## config.mk

```make
export PLATFORM = sky130hd
export DESIGN_NAME = ibh_ram
export DESIGN_NICKNAME = d
export VERILOG_FILES = /design/src/ibh_ram.sv
export SDC_FILE = /design/constraint.sdc
export NUM_CORES = 2
export LEC_CHECK = 0
export CAP_MARGIN = 5
export CORE_MARGIN = 2
export CORE_UTILIZATION = 45
export CTS_BUF_LIST = sky130_fd_sc_hd__clkbuf_8
export DETAILED_ROUTE_END_ITERATION = 6
export DONT_BUFFER_PORTS = 1
export RECOVER_POWER = 100
export SYNTH_ARGS = -nofsm -noshare
export SYNTH_HDL_FRONTEND = slang
export SYNTH_SLANG_ARGS = --single-unit
```

## constraint.sdc

```tcl
create_clock -name clk -period 2.3 [get_ports clk]
set_clock_uncertainty 0.05 [all_clocks]
set_input_delay 0.46 -clock clk [delete_from_list [all_inputs] [get_ports clk]]
set_output_delay 0.46 -clock clk [all_outputs]
set_load 0.02 [all_outputs]
```

## src/ibh_ram.sv

```systemverilog
// generic single write port ram with registered read
module ibh_ram #(
	parameter int WIDTH = 8,
	parameter int DEPTH = 256
) (
	input logic clk,
	input logic we,
	input logic [$clog2(DEPTH)-1:0] waddr,
	input logic [WIDTH-1:0] wdata,
	input logic [$clog2(DEPTH)-1:0] raddr,
	output logic [WIDTH-1:0] rdata
);
	logic [WIDTH-1:0] mem_q [DEPTH];

	always_ff @(posedge clk) begin
		if (we) begin
			mem_q[waddr] <= wdata;
		end
		rdata <= mem_q[raddr];
	end
endmodule

```

After elaboration in Yosys (flattened, before gate mapping)
Memory sizes are Yosys's and may differ from the RTL's. A register that Yosys moved wholly into a read port is not among the register bits.
Index checks and enable logic that the tools add are counted.
{ "word_totals": {"reg_bits": 0, "ramBits": 2048, "input_bits": 26, "output_inout_bits": 8, "memories": 1} }
{ "mem_list": {"columns": ["name", "depth", "word_bits", "rd", "rd_ports_with_merged_regs", "wr", "line_no", "source"], "rows": [
  ["mem_q", 256, 8, 1, 1, 1, "13", "logic [WIDTH-1:0] mem_q [DEPTH];"]
]} }
{ "op_classes": {"mux": 2} }
{ "op_table": {"columns": ["operator", "n"], "rows": [
  ["two-way mux 1 bit", 2]
]} }

Longest topological paths before layout
{ "logic_depth": {"word_depth": 2, "mapped_depth": 11, "mapped_depth_nobuf": 6} }

Worst setup path after synthesis
OpenSTA, ideal clock, no wires.
{ "synth_timing": {"path_type": "input-to-reg", "from": "in raddr[0]", "to": "reg rdata[2] (read register of mem_q)", "setup_ns": 0.131, "arrival_time_ns": 2.267, "slack_ns": -0.148, "path_stages": 9, "n_path_buf": 4, "path_cell_list": "buf_6 buf_12 buf_8 buf_2 mux4_2 a22oi_1 a21oi_1 nor4_1 nor4_2"} }
{ "synth_rtl": {"columns": ["item", "line_no", "source"], "rows": [
  ["from (decl)", "10", "input logic [$clog2(DEPTH)-1:0] raddr,"],
  ["to (decl)", "11", "output logic [WIDTH-1:0] rdata"]
]} }

==> metrics.txt <==
WP data required 3.10 ns; run status complete, but fails checks; Tot Pwr 73.22 mW; clk slew on worst S/H paths 0.06 ns; # rows 154; Cell Area, Synth 79560 um2; failing checks negative hold slack, max-slew violations, negative setup slack; Core Box Area 175900 um2; area added between synthesis and finish 14.28%; Worst path most repeated cell mux4_2; Slew HR -67.18%; asr flop ratio synth 0%; crit-path max FO 578; GRT Util Overall 22.49%; WS Path Type in2reg; number of flops mapped to enable cells by yosys 2048; RSZ-0062 raised after global routing yes; worst-margin pin slew 2.508 ns; cell with the most instances after synthesis edfxtp_1; WHS -0.4632 ns; kind of cell adding the most delay to the critical path multiplexers; DP HPWL 113000 um; Crit path depth 6; Routed Antenna Nets 0; Final Max Slew Viols 448; synthesized area per cell 21.31 um2; endpoints failing setup 391; vias per cell 5.821; Max Clock Freq 0.2891 GHz; DR WL/cell 29.05 um; Port Buffers 0; Post-synth top cells 2048 x edfxtp_1, 454 x mux4_2, 282 x nor2_1; max incr delay on CP 1.27 ns; post-layout instance count excluding filler cells 6969; Tmin final 3.459 ns; CTS Root Buffer Type clkbuf_8; total of max-cap violations 0; # DRC 0; Critical Path Source Type input pin; r2r setup slk -0.20 ns; Power Density 805.3 nW/um2; fillers 13990; total CTS buffers 346; RD Place Congestion 0.8187; critical path arrival 4.26 ns; Seq/Total Area, Yosys 77.50%; worst reg2reg endpoint rdata[2]$_DFF_P_; Total Wirelength 202400 um; post-synthesis register bit count 2056; vias in the first global route 41140; H-tree levels 5; Detailed Routing Iterations Pass 1 5; initial antenna violation count 4; first-iteration detailed-routing DRC count 4661; Setup crit end kind flip-flop; FF-to-FF Start mem_q[84][2]$_DFFE_PP_; initial core utilization 45.22%; Area contributors post-synth edfxtp_1 77%, mux4_2 13%, mux2i_1 1.7%; most area-hungry cell type in the Yosys netlist edfxtp_1; critical path cell sequence mux4_2, mux4_2, nor2b_4, nor4_4, buf_4, nor4_2; first-pass GRT wire length 291500 um; chip height 424.5 um; post-synth cell types 55; Post-Synthesis Net Count 3759; R2R depth 6; count of placed standard cells including taps 6355; leakage power 29.02 nW; Synth Flop Type edfxtp_1; final hold vios 1562; die footprint 180200 um2; top-area cell type share of the netlist area 77.30%; CTS tree done; worst skew pair latency 1.04 ns; Vias 40570; Worst Path Buf+Inv 1; grt total ovfl 0; peak supply drop 0.5946 mV; post-route setup slack -1.159 ns; post-route setup TNS -26.78 ns; largest net degree at the start of global routing 579; min-delay worst type in2reg; Critical-path top delay cell mux4_2; post-CTS setup buffer count 0; clk buf depth 4; Sink Count 2056; share of layout cells above drive strength 1 28.26%; die span in x 424.5 um; Final #Nets 4408; CP startpoint raddr[0]; Syn Inst Count 3733; yosys warns 0; end of the critical path rdata[2]$_DFF_P_; final worst path period share 150.4%; I/O Pins 34
-- final cells by class --
cell class	count	area, um2	area share, %
Antenna cell	4	10.01	0.01101
Tap cell	2340	2928	3.220
Multi-Input combinational cell	1442	16820	18.50
Clock inverter	237	1135	1.248
Clock buffer	354	4872	5.359
Inverter	2	7.507	0.008257
Timing Repair Buffer	534	3488	3.837
Sequential cell	2056	61660	67.82
-- power by group --
group          leakage, nW  switching, mW  total, mW  internal, mW
clock network         3.48           14.0       29.0          15.0
registers             18.5          0.130       41.5          41.3
logic                 7.07           1.29       2.79          1.50
total                 29.0           15.4       73.2          57.8
-- cell usage in the layout, fill, tap and decap left out, types with 6 or more instances in the layout --
master and instances:
dfxtp_1 8, clkbuf_8 354, nor4_2 10, dlygate4sd3_1 21, clkinvlp_4 6, o22ai_1 28
inv_1 112, clkinv_1 86, nor4_1 12, a22o_1 8, edfxtp_1 2048, clkinv_2 27
a211oi_1 8, nor2_1 273, o221ai_1 44, nor2b_1 24, o211ai_1 10, a221oi_1 10
nor2b_4 6, a22oi_1 132, nand2b_1 8, buf_12 18, nand4_1 10, nand3_1 33
nor2_4 6, a211oi_2 8, nor3_1 13, clkbuf_2 131, o21ai_0 10, mux4_2 454
nor3_2 7, clkbuf_4 6, buf_4 230, a21oi_1 95, nand2_1 33, clkbuf_1 124
bufinv_16 7, mux2i_1 134
-- cell families after synthesis --
logic type,count (synthesis),synth area share (%)
DFF,2056,77.50
muxes,591,14.62
and+or+nand+nor,466,2.628
AOI/OAI and AO/OA,385,3.419
buffers and inverters,235,1.831
-- worst min-delay path by stage --
| stage | startpoint | endpoint | slack [ns] | cells after the start |
|---|---|---|---|---|
| global placement | wdata[6] | mem_q[152][6]$_DFFE_PP_ | 0.55 | 0 |
| finish | wdata[3] | mem_q[242][3]$_DFFE_PP_ | -0.46 | 0 |
| detailed placement | wdata[6] | mem_q[152][6]$_DFFE_PP_ | 0.56 | 0 |
| floorplan | wdata[0] | mem_q[0][0]$_DFFE_PP_ | 0.51 | 0 |
| CTS | wdata[6] | mem_q[148][6]$_DFFE_PP_ | -0.58 | 0 |
| global route | wdata[6] | mem_q[158][6]$_DFFE_PP_ | -0.55 | 0 |
-- state kept, by name, summed over array words and instances (netlist names) --
name	count
mem_q	2048
rdata	8
-- metal layers --
| layer | vias to the layer above | global-route usage [%] | wire length, um |
|---|---|---|---|
| met5 | - | 0 | 0 |
| met4 | 0 | 7.396 | 6364 |
| met3 | 329 | 4.303 | 16020 |
| met2 | 1659 | 34.80 | 95610 |
| met1 | 21530 | 32.40 | 84430 |
| li1 | 17050 | - | - |
-- what timing repair did --
action | in CTS | in global routing
gates cloned | 0 | 0
resized for setup | 37 | 21
hold buffers | 20 | 2
pin swaps | 14 | 8
hold endpoints to repair | 2476 | 2011
setup endpoints to repair | 8 | 16
-- metrics by stage --
step | hold slack, ns | worst slack (ns) | util (%) | instance area (um2)
detailed placement | 0.5565 | -1.036 | 48.48 | 85280
floorplan | 0.5089 | -0.02883 | - | 79850
global route | -0.5476 | -0.2558 | 51.68 | 90920
CTS | -0.5829 | -0.1489 | 52.11 | 91670
finish | -0.4632 | -1.159 | 51.68 | 90920
global placement | 0.5466 | -1.555 | 48.47 | 85270
Power figures use the tool's default switching activity.
